==> config.mk <==
export PLATFORM = sky130hd
export DESIGN_NAME = wheel_command_shaper_watchdog
export DESIGN_NICKNAME = d
export VERILOG_FILES = /design/src/hdl/wcs_pkg.sv /design/src/hdl/wcs_cfg_regs.sv /design/src/hdl/wcs_shaper.sv /design/src/hdl/wcs_decide.sv /design/src/hdl/wheel_command_shaper_watchdog.sv
export SDC_FILE = /design/constraint.sdc
export NUM_CORES = 2
export LEC_CHECK = 0
export BUFFER_PORTS_ARGS = -buffer_cell sky130_fd_sc_hd__buf_2
export CAP_MARGIN = 30
export CELL_PAD_IN_SITES_DETAIL_PLACEMENT = 0
export CELL_PAD_IN_SITES_GLOBAL_PLACEMENT = 2
export CORE_ASPECT_RATIO = 0.9
export CORE_UTILIZATION = 39
export DETAILED_ROUTE_END_ITERATION = 10
export GPL_TIMING_DRIVEN = 0
export PLACE_DENSITY_LB_ADDON = 0.1
export REMOVE_ABC_BUFFERS = 1
export SYNTH_ARGS = -nofsm -noshare
export SYNTH_HDL_FRONTEND = slang
export SYNTH_SLANG_ARGS = --single-unit
==> constraint.sdc <==
create_clock -name clk -period 25.7 [get_ports clk]
set_clock_uncertainty 0.2 [all_clocks]
set_input_delay 1.285 -clock clk [delete_from_list [all_inputs] [get_ports clk]]
set_output_delay 1.285 -clock clk [all_outputs]
set_load 0.05 [all_outputs]
==> src/hdl/wcs_pkg.sv <==
// Package for the wheel command shaper with watchdog.
// Holds register defaults, register indexes, send cause codes and shared structs.
// No dependencies.
package wcs_pkg;

  // Default values of module parameters.
  localparam int TIME_BITS_DEFAULT      = 48;
  localparam int CHANGE_EPSILON_DEFAULT = 5;

  // Register widths.
  localparam int SPEED_BITS = 16;
  localparam int LIMIT_BITS = 15;
  localparam int TRIM_BITS  = 16;
  localparam int US_BITS    = 32;
  localparam int CFG_IDX_BITS  = 3;
  localparam int CFG_DATA_BITS = 32;

  // Register reset values.
  localparam logic [LIMIT_BITS-1:0] DEADBAND_RESET        = 15'd358;
  localparam logic [LIMIT_BITS-1:0] MAX_SPEED_RESET       = 15'd10240;
  localparam logic [TRIM_BITS-1:0]  TRIM_FACTOR_RESET     = 16'd16384;
  localparam logic [US_BITS-1:0]    STOP_TIMEOUT_US_RESET = 32'd500000;
  localparam logic [US_BITS-1:0]    SEND_PERIOD_US_RESET  = 32'd50000;

  // Register indexes on the configuration channel.
  localparam logic [CFG_IDX_BITS-1:0] CFG_DEADBAND        = 3'd0;
  localparam logic [CFG_IDX_BITS-1:0] CFG_MAX_SPEED       = 3'd1;
  localparam logic [CFG_IDX_BITS-1:0] CFG_TRIM_FACTOR     = 3'd2;
  localparam logic [CFG_IDX_BITS-1:0] CFG_STOP_TIMEOUT_US = 3'd3;
  localparam logic [CFG_IDX_BITS-1:0] CFG_SEND_PERIOD_US  = 3'd4;

  // Reason attached to each result word.
  typedef enum logic [1:0] {
    CAUSE_NONE     = 2'd0,
    CAUSE_NORMAL   = 2'd1,
    CAUSE_SNAP     = 2'd2,
    CAUSE_WATCHDOG = 2'd3
  } cause_t;

  // Current register contents.
  typedef struct packed {
    logic [LIMIT_BITS-1:0] deadband;
    logic [LIMIT_BITS-1:0] max_speed;
    logic [TRIM_BITS-1:0]  trim_factor;
    logic [US_BITS-1:0]    stop_timeout_us;
    logic [US_BITS-1:0]    send_period_us;
  } cfg_t;

  // One result word.
  typedef struct packed {
    logic                         send_valid;
    logic signed [SPEED_BITS-1:0] left_out;
    logic signed [SPEED_BITS-1:0] right_out;
    cause_t                       send_cause;
  } result_t;

endpackage

==> src/hdl/wcs_cfg_regs.sv <==
// Configuration register file for the wheel command shaper.
// Decodes writes from the configuration channel into the cfg_t struct.
// Depends on wcs_pkg.
module wcs_cfg_regs
  import wcs_pkg::*;
(
  input  logic                     clk,
  input  logic                     rst,
  input  logic                     cfg_valid,
  output logic                     cfg_ready,
  input  logic [CFG_IDX_BITS-1:0]  cfg_index,
  input  logic [CFG_DATA_BITS-1:0] cfg_data,
  output cfg_t                     cfg
);

  // Writes are always taken; unknown indexes are dropped.
  assign cfg_ready = 1'b1;

  always_ff @(posedge clk) begin
    if (rst) begin
      cfg.deadband        <= DEADBAND_RESET;
      cfg.max_speed       <= MAX_SPEED_RESET;
      cfg.trim_factor     <= TRIM_FACTOR_RESET;
      cfg.stop_timeout_us <= STOP_TIMEOUT_US_RESET;
      cfg.send_period_us  <= SEND_PERIOD_US_RESET;
    end else if (cfg_valid) begin
      unique case (cfg_index)
        CFG_DEADBAND:        cfg.deadband        <= cfg_data[LIMIT_BITS-1:0];
        CFG_MAX_SPEED:       cfg.max_speed       <= cfg_data[LIMIT_BITS-1:0];
        CFG_TRIM_FACTOR:     cfg.trim_factor     <= cfg_data[TRIM_BITS-1:0];
        CFG_STOP_TIMEOUT_US: cfg.stop_timeout_us <= cfg_data[US_BITS-1:0];
        CFG_SEND_PERIOD_US:  cfg.send_period_us  <= cfg_data[US_BITS-1:0];
        default: ;
      endcase
    end
  end

endmodule

==> src/hdl/wcs_shaper.sv <==
// Per-wheel deadband and clamp, then left-wheel trim when both wheels turn the same way.
// Pure combinational logic between the input register and the decision stage.
// Depends on wcs_pkg.
module wcs_shaper
  import wcs_pkg::*;
(
  input  cfg_t                         cfg,
  input  logic signed [SPEED_BITS-1:0] left_request,
  input  logic signed [SPEED_BITS-1:0] right_request,
  output logic signed [SPEED_BITS-1:0] left_shaped,
  output logic signed [SPEED_BITS-1:0] right_shaped
);

  // Snap small magnitudes to zero, then clamp to the speed limit.
  function automatic logic signed [SPEED_BITS-1:0] shape_wheel(
    input logic signed [SPEED_BITS-1:0] v,
    input logic [LIMIT_BITS-1:0]        thr,
    input logic [LIMIT_BITS-1:0]        lim
  );
    logic [SPEED_BITS-1:0] mag;
    logic [SPEED_BITS-1:0] lim_w;
    mag   = v[SPEED_BITS-1] ? SPEED_BITS'(-v) : SPEED_BITS'(v);
    lim_w = {1'b0, lim};
    if (mag < {1'b0, thr}) begin
      return '0;
    end else if (mag > lim_w) begin
      return v[SPEED_BITS-1] ? signed'(SPEED_BITS'(-lim_w)) : signed'(lim_w);
    end else begin
      return v;
    end
  endfunction

  logic signed [SPEED_BITS-1:0] l_base;
  logic [LIMIT_BITS-1:0]        l_mag;
  logic [LIMIT_BITS+TRIM_BITS-1:0] prod;
  logic [LIMIT_BITS+1:0]        q_mag;
  logic [LIMIT_BITS-1:0]        q_clamp;
  logic                         same_dir;

  assign l_base       = shape_wheel(left_request, cfg.deadband, cfg.max_speed);
  assign right_shaped = shape_wheel(right_request, cfg.deadband, cfg.max_speed);

  // After clamping the left magnitude fits in the limit width.
  assign l_mag = l_base[SPEED_BITS-1] ? LIMIT_BITS'(-l_base) : l_base[LIMIT_BITS-1:0];

  // Trim works on the magnitude so the shift truncates toward zero.
  assign prod    = l_mag * cfg.trim_factor;
  assign q_mag   = prod[LIMIT_BITS+TRIM_BITS-1:TRIM_BITS-2];
  assign q_clamp = (q_mag > {2'b00, cfg.max_speed}) ? cfg.max_speed : q_mag[LIMIT_BITS-1:0];

  assign same_dir = ((l_base > 0) && (right_shaped > 0)) ||
                    (l_base[SPEED_BITS-1] && right_shaped[SPEED_BITS-1]);

  always_comb begin
    if (same_dir) begin
      left_shaped = l_base[SPEED_BITS-1] ? signed'(SPEED_BITS'(-{1'b0, q_clamp}))
                                         : signed'({1'b0, q_clamp});
    end else begin
      left_shaped = l_base;
    end
  end

endmodule

==> src/hdl/wcs_decide.sv <==
// Send decision: watchdog stop, snap stop, rate or change driven send, or nothing.
// Holds the last sent pair, timestamps and flags, and the result register.
// Depends on wcs_pkg.
module wcs_decide
  import wcs_pkg::*;
#(
  parameter int TIME_BITS      = TIME_BITS_DEFAULT,
  parameter int CHANGE_EPSILON = CHANGE_EPSILON_DEFAULT
) (
  input  logic                         clk,
  input  logic                         rst,
  input  cfg_t                         cfg,
  input  logic                         in_valid,
  output logic                         in_ready,
  input  logic [TIME_BITS-1:0]         now_us,
  input  logic signed [SPEED_BITS-1:0] left_shaped,
  input  logic signed [SPEED_BITS-1:0] right_shaped,
  output logic                         out_valid,
  input  logic                         out_ready,
  output result_t                      result
);

  localparam int DIFF_BITS = SPEED_BITS + 1;

  // State carried from item to item.
  logic signed [SPEED_BITS-1:0] last_left_sent;
  logic signed [SPEED_BITS-1:0] last_right_sent;
  logic [TIME_BITS-1:0]         last_send_time;
  logic                         sent_ever;
  logic [TIME_BITS-1:0]         last_moving_time;
  logic                         moving_seen;
  logic                         watchdog_fired;

  logic                 advance;
  logic                 moving;
  logic                 last_nonzero;
  logic [TIME_BITS-1:0] idle_time;
  logic [TIME_BITS-1:0] since_send;
  logic                 wd_fire;
  logic                 time_ok;
  logic                 changed;
  logic signed [DIFF_BITS-1:0] diff_l;
  logic signed [DIFF_BITS-1:0] diff_r;
  logic [DIFF_BITS-1:0] adiff_l;
  logic [DIFF_BITS-1:0] adiff_r;
  result_t              result_next;

  // The result register frees up when empty or when its word is taken.
  assign in_ready = !out_valid || out_ready;
  assign advance  = in_valid && in_ready;

  // Elapsed times wrap at the time width.
  assign moving       = (left_shaped != 0) || (right_shaped != 0);
  assign last_nonzero = (last_left_sent != 0) || (last_right_sent != 0);
  assign idle_time    = now_us - last_moving_time;
  assign since_send   = now_us - last_send_time;
  assign wd_fire      = !moving && moving_seen && !watchdog_fired &&
                        (idle_time > TIME_BITS'(cfg.stop_timeout_us));
  assign time_ok      = !sent_ever || (since_send >= TIME_BITS'(cfg.send_period_us));

  // Change test against the last sent pair.
  assign diff_l  = DIFF_BITS'(left_shaped) - DIFF_BITS'(last_left_sent);
  assign diff_r  = DIFF_BITS'(right_shaped) - DIFF_BITS'(last_right_sent);
  assign adiff_l = diff_l[DIFF_BITS-1] ? DIFF_BITS'(-diff_l) : DIFF_BITS'(diff_l);
  assign adiff_r = diff_r[DIFF_BITS-1] ? DIFF_BITS'(-diff_r) : DIFF_BITS'(diff_r);
  assign changed = (adiff_l > DIFF_BITS'(CHANGE_EPSILON)) ||
                   (adiff_r > DIFF_BITS'(CHANGE_EPSILON));

  // Pick the result word in priority order.
  always_comb begin
    result_next = '{send_valid: 1'b0, left_out: '0, right_out: '0, send_cause: CAUSE_NONE};
    priority if (wd_fire) begin
      result_next.send_valid = 1'b1;
      result_next.send_cause = CAUSE_WATCHDOG;
    end else if (!moving) begin
      if (last_nonzero) begin
        result_next.send_valid = 1'b1;
        result_next.send_cause = CAUSE_SNAP;
      end
    end else if (time_ok || changed) begin
      result_next.send_valid = 1'b1;
      result_next.left_out   = left_shaped;
      result_next.right_out  = right_shaped;
      result_next.send_cause = CAUSE_NORMAL;
    end else begin
      // Unchanged command inside the resend period: nothing is sent.
      result_next.send_cause = CAUSE_NONE;
    end
  end

  // State update and result register.
  always_ff @(posedge clk) begin
    if (rst) begin
      out_valid        <= 1'b0;
      last_left_sent   <= '0;
      last_right_sent  <= '0;
      last_send_time   <= '0;
      sent_ever        <= 1'b0;
      last_moving_time <= '0;
      moving_seen      <= 1'b0;
      watchdog_fired   <= 1'b0;
    end else begin
      if (advance) begin
        out_valid <= 1'b1;
      end else if (out_ready) begin
        out_valid <= 1'b0;
      end
      if (advance) begin
        if (moving) begin
          last_moving_time <= now_us;
          moving_seen      <= 1'b1;
          watchdog_fired   <= 1'b0;
        end else if (wd_fire) begin
          watchdog_fired <= 1'b1;
        end
        if (result_next.send_valid) begin
          last_left_sent  <= result_next.left_out;
          last_right_sent <= result_next.right_out;
          last_send_time  <= now_us;
          sent_ever       <= 1'b1;
        end
      end
    end
  end

  always_ff @(posedge clk) begin
    if (advance) begin
      result <= result_next;
    end
  end

  // A word is a send exactly when it carries a cause.
  a_valid_matches_cause: assert property (@(posedge clk) disable iff (rst)
    out_valid |-> (result.send_valid == (result.send_cause != CAUSE_NONE)))
    else $error("send flag and cause disagree");

  // Stops and idle words carry zero speeds.
  a_stop_is_zero: assert property (@(posedge clk) disable iff (rst)
    out_valid && (result.send_cause != CAUSE_NORMAL) |->
      (result.left_out == 0) && (result.right_out == 0))
    else $error("stop or idle word with nonzero speed");

  // A watchdog stop arms the latch and is remembered as the last send.
  a_watchdog_latch: assert property (@(posedge clk) disable iff (rst)
    advance && wd_fire |=> watchdog_fired && sent_ever && !last_nonzero)
    else $error("watchdog stop not recorded");

  // Motion clears the watchdog and records the time.
  a_motion_rearms: assert property (@(posedge clk) disable iff (rst)
    advance && moving |=> moving_seen && !watchdog_fired &&
      (last_moving_time == $past(now_us)))
    else $error("motion did not rearm the watchdog");

endmodule

==> src/hdl/wheel_command_shaper_watchdog.sv <==
// Wheel command shaper with watchdog, top level.
// Each input word goes through the input register, then the result register.
// Throughput: one word per cycle unless m_tready stalls the result register.
// Reset (synchronous, active high) loads defaults, clears flags and decision state.
// Depends on wcs_pkg, wcs_cfg_regs, wcs_shaper and wcs_decide.
module wheel_command_shaper_watchdog
  import wcs_pkg::*;
#(
  parameter int TIME_BITS      = TIME_BITS_DEFAULT,
  parameter int CHANGE_EPSILON = CHANGE_EPSILON_DEFAULT
) (
  input  logic clk,
  input  logic rst,
  // Input words
  input  logic s_tvalid,
  output logic s_tready,
  // now_us [TIME_BITS-1:0], left_request, right_request, zero fill to bytes
  input  logic [((TIME_BITS + 2*SPEED_BITS + 7) / 8) * 8 - 1:0] s_tdata,
  // Result words
  output logic m_tvalid,
  input  logic m_tready,
  // send_valid, left_out, right_out, zero fill to bytes
  output logic [((1 + 2*SPEED_BITS + 7) / 8) * 8 - 1:0] m_tdata,
  // send_cause
  output logic [1:0] m_tuser,
  // Configuration writes
  input  logic                     cfg_valid,
  output logic                     cfg_ready,
  input  logic [CFG_IDX_BITS-1:0]  cfg_index,
  input  logic [CFG_DATA_BITS-1:0] cfg_data
);

  localparam int M_DATA_BITS = ((1 + 2*SPEED_BITS + 7) / 8) * 8;

  cfg_t cfg;

  // Input register.
  logic                         in_valid;
  logic [TIME_BITS-1:0]         in_now;
  logic signed [SPEED_BITS-1:0] in_left;
  logic signed [SPEED_BITS-1:0] in_right;
  logic                         stage_ready;

  logic signed [SPEED_BITS-1:0] left_shaped;
  logic signed [SPEED_BITS-1:0] right_shaped;
  result_t                      result;

  wcs_cfg_regs u_cfg (
    .clk       (clk),
    .rst       (rst),
    .cfg_valid (cfg_valid),
    .cfg_ready (cfg_ready),
    .cfg_index (cfg_index),
    .cfg_data  (cfg_data),
    .cfg       (cfg)
  );

  // The input register refills whenever its word moves on.
  assign s_tready = !in_valid || stage_ready;

  always_ff @(posedge clk) begin
    if (rst) begin
      in_valid <= 1'b0;
    end else if (s_tready) begin
      in_valid <= s_tvalid;
    end
  end

  always_ff @(posedge clk) begin
    if (s_tvalid && s_tready) begin
      in_now   <= s_tdata[TIME_BITS-1:0];
      in_left  <= s_tdata[TIME_BITS +: SPEED_BITS];
      in_right <= s_tdata[TIME_BITS+SPEED_BITS +: SPEED_BITS];
    end
  end

  wcs_shaper u_shaper (
    .cfg           (cfg),
    .left_request  (in_left),
    .right_request (in_right),
    .left_shaped   (left_shaped),
    .right_shaped  (right_shaped)
  );

  wcs_decide #(
    .TIME_BITS      (TIME_BITS),
    .CHANGE_EPSILON (CHANGE_EPSILON)
  ) u_decide (
    .clk          (clk),
    .rst          (rst),
    .cfg          (cfg),
    .in_valid     (in_valid),
    .in_ready     (stage_ready),
    .now_us       (in_now),
    .left_shaped  (left_shaped),
    .right_shaped (right_shaped),
    .out_valid    (m_tvalid),
    .out_ready    (m_tready),
    .result       (result)
  );

  // Result packing.
  assign m_tdata = M_DATA_BITS'({result.right_out, result.left_out, result.send_valid});
  assign m_tuser = result.send_cause;

endmodule
; Yosys cells after proc, flatten, opt, wreduce, memory -nomap -nowiden
; Cells that the tools add are included.
; Widths: inputs -> output; s select.
[op_classes]
n_addsub = 11
n_mul = 1
magnitude_cmp = 11
eq_ne = 4
muxes = 27
reduce_logical = 35
[ops]
columns = operator, n
row1 = $mux 16, 10
row2 = $reduce_bool 32->1, 4
row3 = $sub 48x48->48, 2
row4 = $mux 32, 2
row5 = $ge 48x32->1, 1
row6 = $gt 48x32->1, 1
row7 = $gt 17x3->1 const B, 2
row8 = $mux 17, 2
row9 = $neg 17->17, 2
row10 = $sub 16x16->17, 2
row11 = $mux 33, 1
row12 = $gt 16x1->1 const B, 2
row13 = $gt 16x15->1, 2
row14 = $lt 16x15->1, 2
row15 = $neg 15->16, 2
row16 = $neg 16->16, 2
row17 = $mul 15x16->31, 1
row18 = $mux 15, 2
row19 = $gt 17x15->1, 1
row20 = $reduce_and 2->1, 8
row21 = $neg 15->15, 1
row22 = $logic_or 1x1->1, 8
row23 = $mux 1, 8
row24 = $logic_and 1x1->1, 7
row25 = other kinds (7), 14
[totals]
ff_bits = 358
inputBits = 120
output_inout_bits = 45

; Logic depth before layout (Yosys ltp)
[depth]
depth_word = 23
depth_mapped = 83

; Cells and area by module
; Synthesis repeated with hierarchy kept, for this count alone.
[unflattened]
hier_cells = 4585
hier_area_um2 = 37463.4
[modules_own_cells]
columns = module, instances, cells_per_inst, area_each_um2, seq_area_each_um2
row1 = wcs_decide, 1, 2409, 17558.1, 3693.5
row2 = wcs_shaper, 1, 1662, 12911.1, 0.0
row3 = wcs_cfg_regs, 1, 421, 4480.5, 2202.1
row4 = wheel_command_shaper_watchdog, 1, 93, 2513.7, 2422.3

; Least setup slack after synthesis
; No wires, ideal clock.
[synth_path]
path_type = register to register
start = reg in_left[3]
end = reg u_decide.last_left_sent[0]
setup_time_ns = 0.138
arrival_time_ns = 17.622
setup_slack_ns = 7.741
stages_incl_launch_ff = 73
n_path_buf = 5
period_less_slack_ns = 17.959
path_cell_list = edfxtp_1 > or4_1 > or3_1 > or2_4 > o41ai_1 > xnor2_1 > ha_1 > a21o_1 > a21oi_1 > o211ai_1 > o21ai_0 > nand2_1 > clkbuf_1 > o21ai_0 > nor2_1 > or3_1 > or3_1 > nor2_1 > (+37 left out) > o31a_1 > o31a_1 > o21a_1 > or3_1 > a211oi_1 > nand3_1 > o31ai_1 > o2bb2ai_1 > nand4_1 > nor4_1 > nand4_1 > nor4_1 > o2111a_1 > clkbuf_1 > nor2_1 > nand2_1 > clkbuf_1 > o32ai_1
[synth_between]
elab_chain_cells = 23
[synth_rtl]
columns = item, line_no
row1 = "start, declared", wheel_command_shaper_watchdog.sv:40  ; logic signed [SPEED_BITS-1:0] in_left;
row2 = "start signal, assigned", wheel_command_shaper_watchdog.sv:72  ; in_left <= s_tdata[TIME_BITS +: SPEED_BITS];
row3 = $neg 16->16, wcs_shaper.sv:22  ; mag = v[SPEED_BITS-1] ? SPEED_BITS'(-v) : SPEED_BITS'(v);
row4 = $mux 16, wcs_shaper.sv:22
row5 = $gt 16x15->1, wcs_shaper.sv:26  ; end else if (mag > lim_w) begin
row6 = $mux 16, wcs_shaper.sv:26
row7 = $mux 16 *, wcs_shaper.sv:24  ; if (mag < {1'b0, thr}) begin
row8 = $neg 15->15, wcs_shaper.sv:44  ; assign l_mag = l_base[SPEED_BITS-1] ? LIMIT_BITS'(-l_base) : l_base[LIMIT_BITS-1:0];
row9 = $mux 15, wcs_shaper.sv:44
row10 = $mul 15x16->31, wcs_shaper.sv:47  ; assign prod = l_mag * cfg.trim_factor;
row11 = (+7 left out), -
row12 = $mux 17, wcs_decide.sv:64  ; assign adiff_l = diff_l[DIFF_BITS-1] ? DIFF_BITS'(-diff_l) : DIFF_BITS'(diff_l);
row13 = $gt 17x3->1, wcs_decide.sv:66  ; assign changed = (adiff_l > DIFF_BITS'(CHANGE_EPSILON)) ||
row14 = $logic_or 1x1->1, wcs_decide.sv:66
row15 = $logic_or 1x1->1, wcs_decide.sv:80  ; end else if (time_ok || changed) begin
row16 = $mux 33, wcs_decide.sv:80
row17 = $mux 1, wcs_decide.sv:75  ; end else if (!moving) begin
row18 = $mux 1, wcs_decide.sv:72  ; priority if (wd_fire) begin
row19 = $reduce_and 2->1 (no source line), -
row20 = "end signal, assigned", wcs_decide.sv:117  ; last_left_sent <= result_next.left_out;
row21 = "end, declared", wcs_decide.sv:26  ; logic signed [SPEED_BITS-1:0] last_left_sent;
; Every way passes the cells marked *; elsewhere a longest branch is shown, timed or not.
; A chain may end at the register's enable or synchronous reset.

; Final worst setup path
[layout_path]
start = reg in_left[3]
end = reg u_decide.last_send_time[1]
[layout_between]
elab_chain_cells = 23
[layout_rtl]
columns = item, line_no
row1 = $neg 16->16, wcs_shaper.sv:22
row2 = $mux 16, wcs_shaper.sv:22
row3 = $gt 16x15->1, wcs_shaper.sv:26
row4 = $mux 16, wcs_shaper.sv:26
row5 = $mux 16 *, wcs_shaper.sv:24
row6 = $neg 15->15, wcs_shaper.sv:44
row7 = $mux 15, wcs_shaper.sv:44
row8 = $mul 15x16->31, wcs_shaper.sv:47
row9 = (+7 left out), -
row10 = $mux 17, wcs_decide.sv:64
row11 = $gt 17x3->1, wcs_decide.sv:66
row12 = $logic_or 1x1->1, wcs_decide.sv:66
row13 = $logic_or 1x1->1, wcs_decide.sv:80
row14 = $mux 33, wcs_decide.sv:80
row15 = $mux 1, wcs_decide.sv:75
row16 = $mux 1 *, wcs_decide.sv:72
row17 = $reduce_and 2->1 (no source line) *, -
row18 = "end signal, assigned", wcs_decide.sv:119  ; last_send_time <= now_us;
row19 = "end, declared", wcs_decide.sv:28  ; logic [TIME_BITS-1:0] last_send_time;
; Marks and branches as above.

==> summary.md <==
| Metric | Value |
|---|---|
| Pre-CTS setup slack | 993.9 ps |
| Worst r2r src | in_left[3] |
| Row count | 105 |
| Critical R2R Capture | u_decide.last_send_time[1] |
| FILL cells | 9461 |
| CTS tree | built |
| Avg WL per Cell | 20.02 um |
| Routed WL | 114.2 mm |
| Peak supply drop | 0.05106 mV |
| Ys flop type | dfxtp_1 |
| Worst-Margin Slew | 1020 ps |
| Met3 Track Usage GR | 3.594% |
| Post-synthesis cell count | 4375 |
| Global-route wire length before repair | 176.7 mm |
| Vias in the first global route | 29487 |
| Cell area after synthesis | 35960 sq um |
| Worst hold path class | flop to flop |
| Share of layout cells above drive strength 1 | 7.899% |
| Clk pwr share | 25.7% |
| Syn avg cell area | 8.219 sq um |
| HP Start | u_cfg.cfg[25] |
| Leak | 17.27 nW |
| Cell mode on critical path | fa_1 |
| # clock sinks | 358 |
| Fin util | 43.74% |
| DRC Markers | 0 |
| Fraction of registers with async set/reset | 0% |
| Area occupied by multi-input gates | 25000 sq um |
| Startpoint class of the critical path | flop |
| CP Max Fanout | 29 |
| Post-synth top cells | 519 x inv_1, 501 x nand2_1, 361 x ha_1, 289 x nor2_1, 281 x a21oi_1 |
| CP max-delay cell | nor4_1 |
| Most common cell in the netlist | inv_1 |
| Setup TNS | 0 ps |
| P&R area growth vs syn | 10.91% |
| Synth cell types | 105 |
| DIE WIDTH | 322.1 um |
| Max_slew headroom | 31.36% |
| Met1 capacity usage during global routing | 35.32% |
| Sequential area share after synthesis | 23.13% |
| Switching part of the total power | 43.26% |
| Fin. max-slew vios | 0 |
| Fin crit share | 93.38% |
| Worst EP arrival | 24300 ps |
| Htree depth | 2 |
| P_sw | 1.180 mW |
| Core ar. | 91170 sq um |
| Fmax | 41.67 MHz |
| TritonCTS buffer count | 46 |
| Flops & latches, synth | 358 |
| CP Capture Type | flop |
| Status | finished, final reports clean |
| GP Congestion | 0.8678 |
| Hold path cells | 2 |
| Leading area contributor after synthesis | dfxtp_1 |
| Min Clock Period, post-route | 24000 ps |
| Critical Path RT | 26000 ps |
| Synth top area cells | dfxtp_1 14%, ha_1 13%, fa_1 10% |
| Initial core utilization | 39.44% |
| Die Y | 290.1 um |
| Clock latency on the worst-skew pair | 620 ps |
| P per Cell Area | 68.38 nW/um^2 |
| CTS Root Cell | clkbuf_16 |
| Post-DP HPWL | 91.05 mm |
| Fin. Hold Viols | 0 |
| Crit Path Class | flop to flop |
| Post-cts sizing count | 0 |
| EDFF count, synth | 115 |
| Drt initial violations | 1845 |
| RSZ-0062 raised after global routing | no |
| Ports | 165 |
| Register Area | 8318 sq um |
| Antenna Violating Nets Remaining | 0 |
| GRT Total Usage | 24.29% |
| Port buffer count | 156 |
| Comb power frac | 50.4% |
| Worst Hold End | u_cfg.cfg[25] |
| Total of max-cap violations | 0 |
| Initial antenna violation count | 7 |
| CP peak stage delay | 780 ps |
| Clock Path Buffers | 3 |
| Routed via count | 30451 |
| Post-CTS setup buffers | 0 |
| Vias per cell | 5.341 |
| Post-layout net count | 5095 |
| Final Setup Violations | 0 |
| Reg power frac | 23.9% |
| Pin count of the biggest net entering global routing | 112 |
| Int Power | 1.547 mW |
| GR peak layer | met2 |
| Synth warnings | 0 |
| CTS clk-pin slew, worst paths | 70 ps |
| Met2 usage | 37.69% |
| DRT Pass-1 Iters | 5 |
| GRT Residual Overflow | 0 |
| Full die area | 93420 sq um |
| Worst Slack Setup Final | 1700 ps |
| Post-synth top area share | 13.53% |
| Reg2reg path depth | 72 |
| R2R Setup Slk | 1700 ps |
| Number of hold buffers added after CTS | 0 |
[routing by layer]
| metal | wire length [um] | up-vias |
|---|---|---|
| met5 | 39 | - |
| met4 | 2224 | 6 |
| met3 | 5546 | 113 |
| met2 | 49850 | 595 |
| met1 | 56500 | 14499 |
| li1 | - | 15238 |
[worst max-delay path by stage]
stage | from | cells after the start | endpoint | slack (ps)
2_1_floorplan | in_left[3] | 67 | u_decide.last_send_time[0] | 4790
3_3_place_gp | in_left[3] | 60 | u_decide.last_send_time[9] | -2960
3_5_place_dp | in_left[3] | 72 | u_decide.last_send_time[4] | 990
4_1_cts | in_left[3] | 72 | u_decide.last_send_time[1] | 970
5_1_grt | in_left[3] | 72 | u_decide.last_send_time[4] | 150
6_report | in_left[3] | 72 | u_decide.last_send_time[1] | 1700
[critical path, delay by kind of cell (launching register included)]
| family | cells | cell delay [ps] |
|---|---|---|
| simple gates | 22 | 7790 |
| mux | 1 | 140 |
| fa+ha+maj | 10 | 4870 |
| compound gates | 24 | 7160 |
| flops | 1 | 520 |
| xor+xnor | 4 | 1230 |
| buf+inv | 11 | 1850 |
[cell usage in the layout (no fill, tap or decap), types with 35 or more instances in the layout]
cell and instances:
ha_1 361, a31oi_1 35, nor2b_1 83, dfxtp_1 243, nand2_1 500, inv_1 518, nand4_1 60, nand3_1 57
o32ai_1 37, nor3_1 62, a211o_1 35, o21ai_0 165, nor2_1 288, xor2_1 37, clkbuf_16 49, edfxtp_1 115
and2_1 86, a21oi_1 281, a21o_1 108, nand2b_1 147, fa_1 183, xnor2_1 123, buf_2 157, and3_1 37
mux2i_1 120
[area by class of cell]
cell class	instances	area share, %
clock inverter	28	0.8847
antenna	2	0.01255
timing repair buffer	193	3.558
multi-input combinational	3310	62.68
tap	1230	3.859
inverter	522	4.913
clock buffer	58	3.235
sequential	358	20.86
[logic make-up after synthesis]
logic type      share of synthesized area (%)
xor+xnor                                4.043
other cells                           0.02088
fa+ha+maj                               22.75
buf+inv                                 7.749
simple gates                            20.71
compound gates                          17.93
mux                                     3.674
flops                                   23.13
[state kept, by name (all words and copies together) (netlist names)]
name,count
u_decide.last_right_sent,16
in_left,16
u_cfg.cfg,110
in_right,16
in_valid,1
u_decide.sent_ever,1
u_decide.last_moving_time,48
u_decide.out_valid,1
in_now,48
u_decide.moving_seen,1
u_decide.last_send_time,48
u_decide.watchdog_fired,1
u_decide.last_left_sent,16
u_decide.result,35
[power by group through the flow]
stage / logic, mW / registers (mW) / clock network, mW
final: 1.37 / 0.651 / 0.701
after global routing: 1.53 / 0.655 / 0.741
after detailed placement: 1.36 / 0.664 / 0
after global placement: 1.34 / 0.665 / 0
after floorplan: 0.942 / 0.675 / 0
after CTS: 1.37 / 0.652 / 0.723
[through the flow]
step           total power [mW]  hold WS (ps)  area [sq um]  cells
6_report                  2.727         253.6         39880   5701
3_5_place_dp              2.027         247.0         38170   5608
3_3_place_gp              2.004         242.5         37470   5575
2_1_floorplan             1.617         226.6         35160   4189
4_1_cts                   2.748         255.7         39820   5694
5_1_grt                   2.926         270.1         39880   5699
Power figures use the tool's default switching activity.
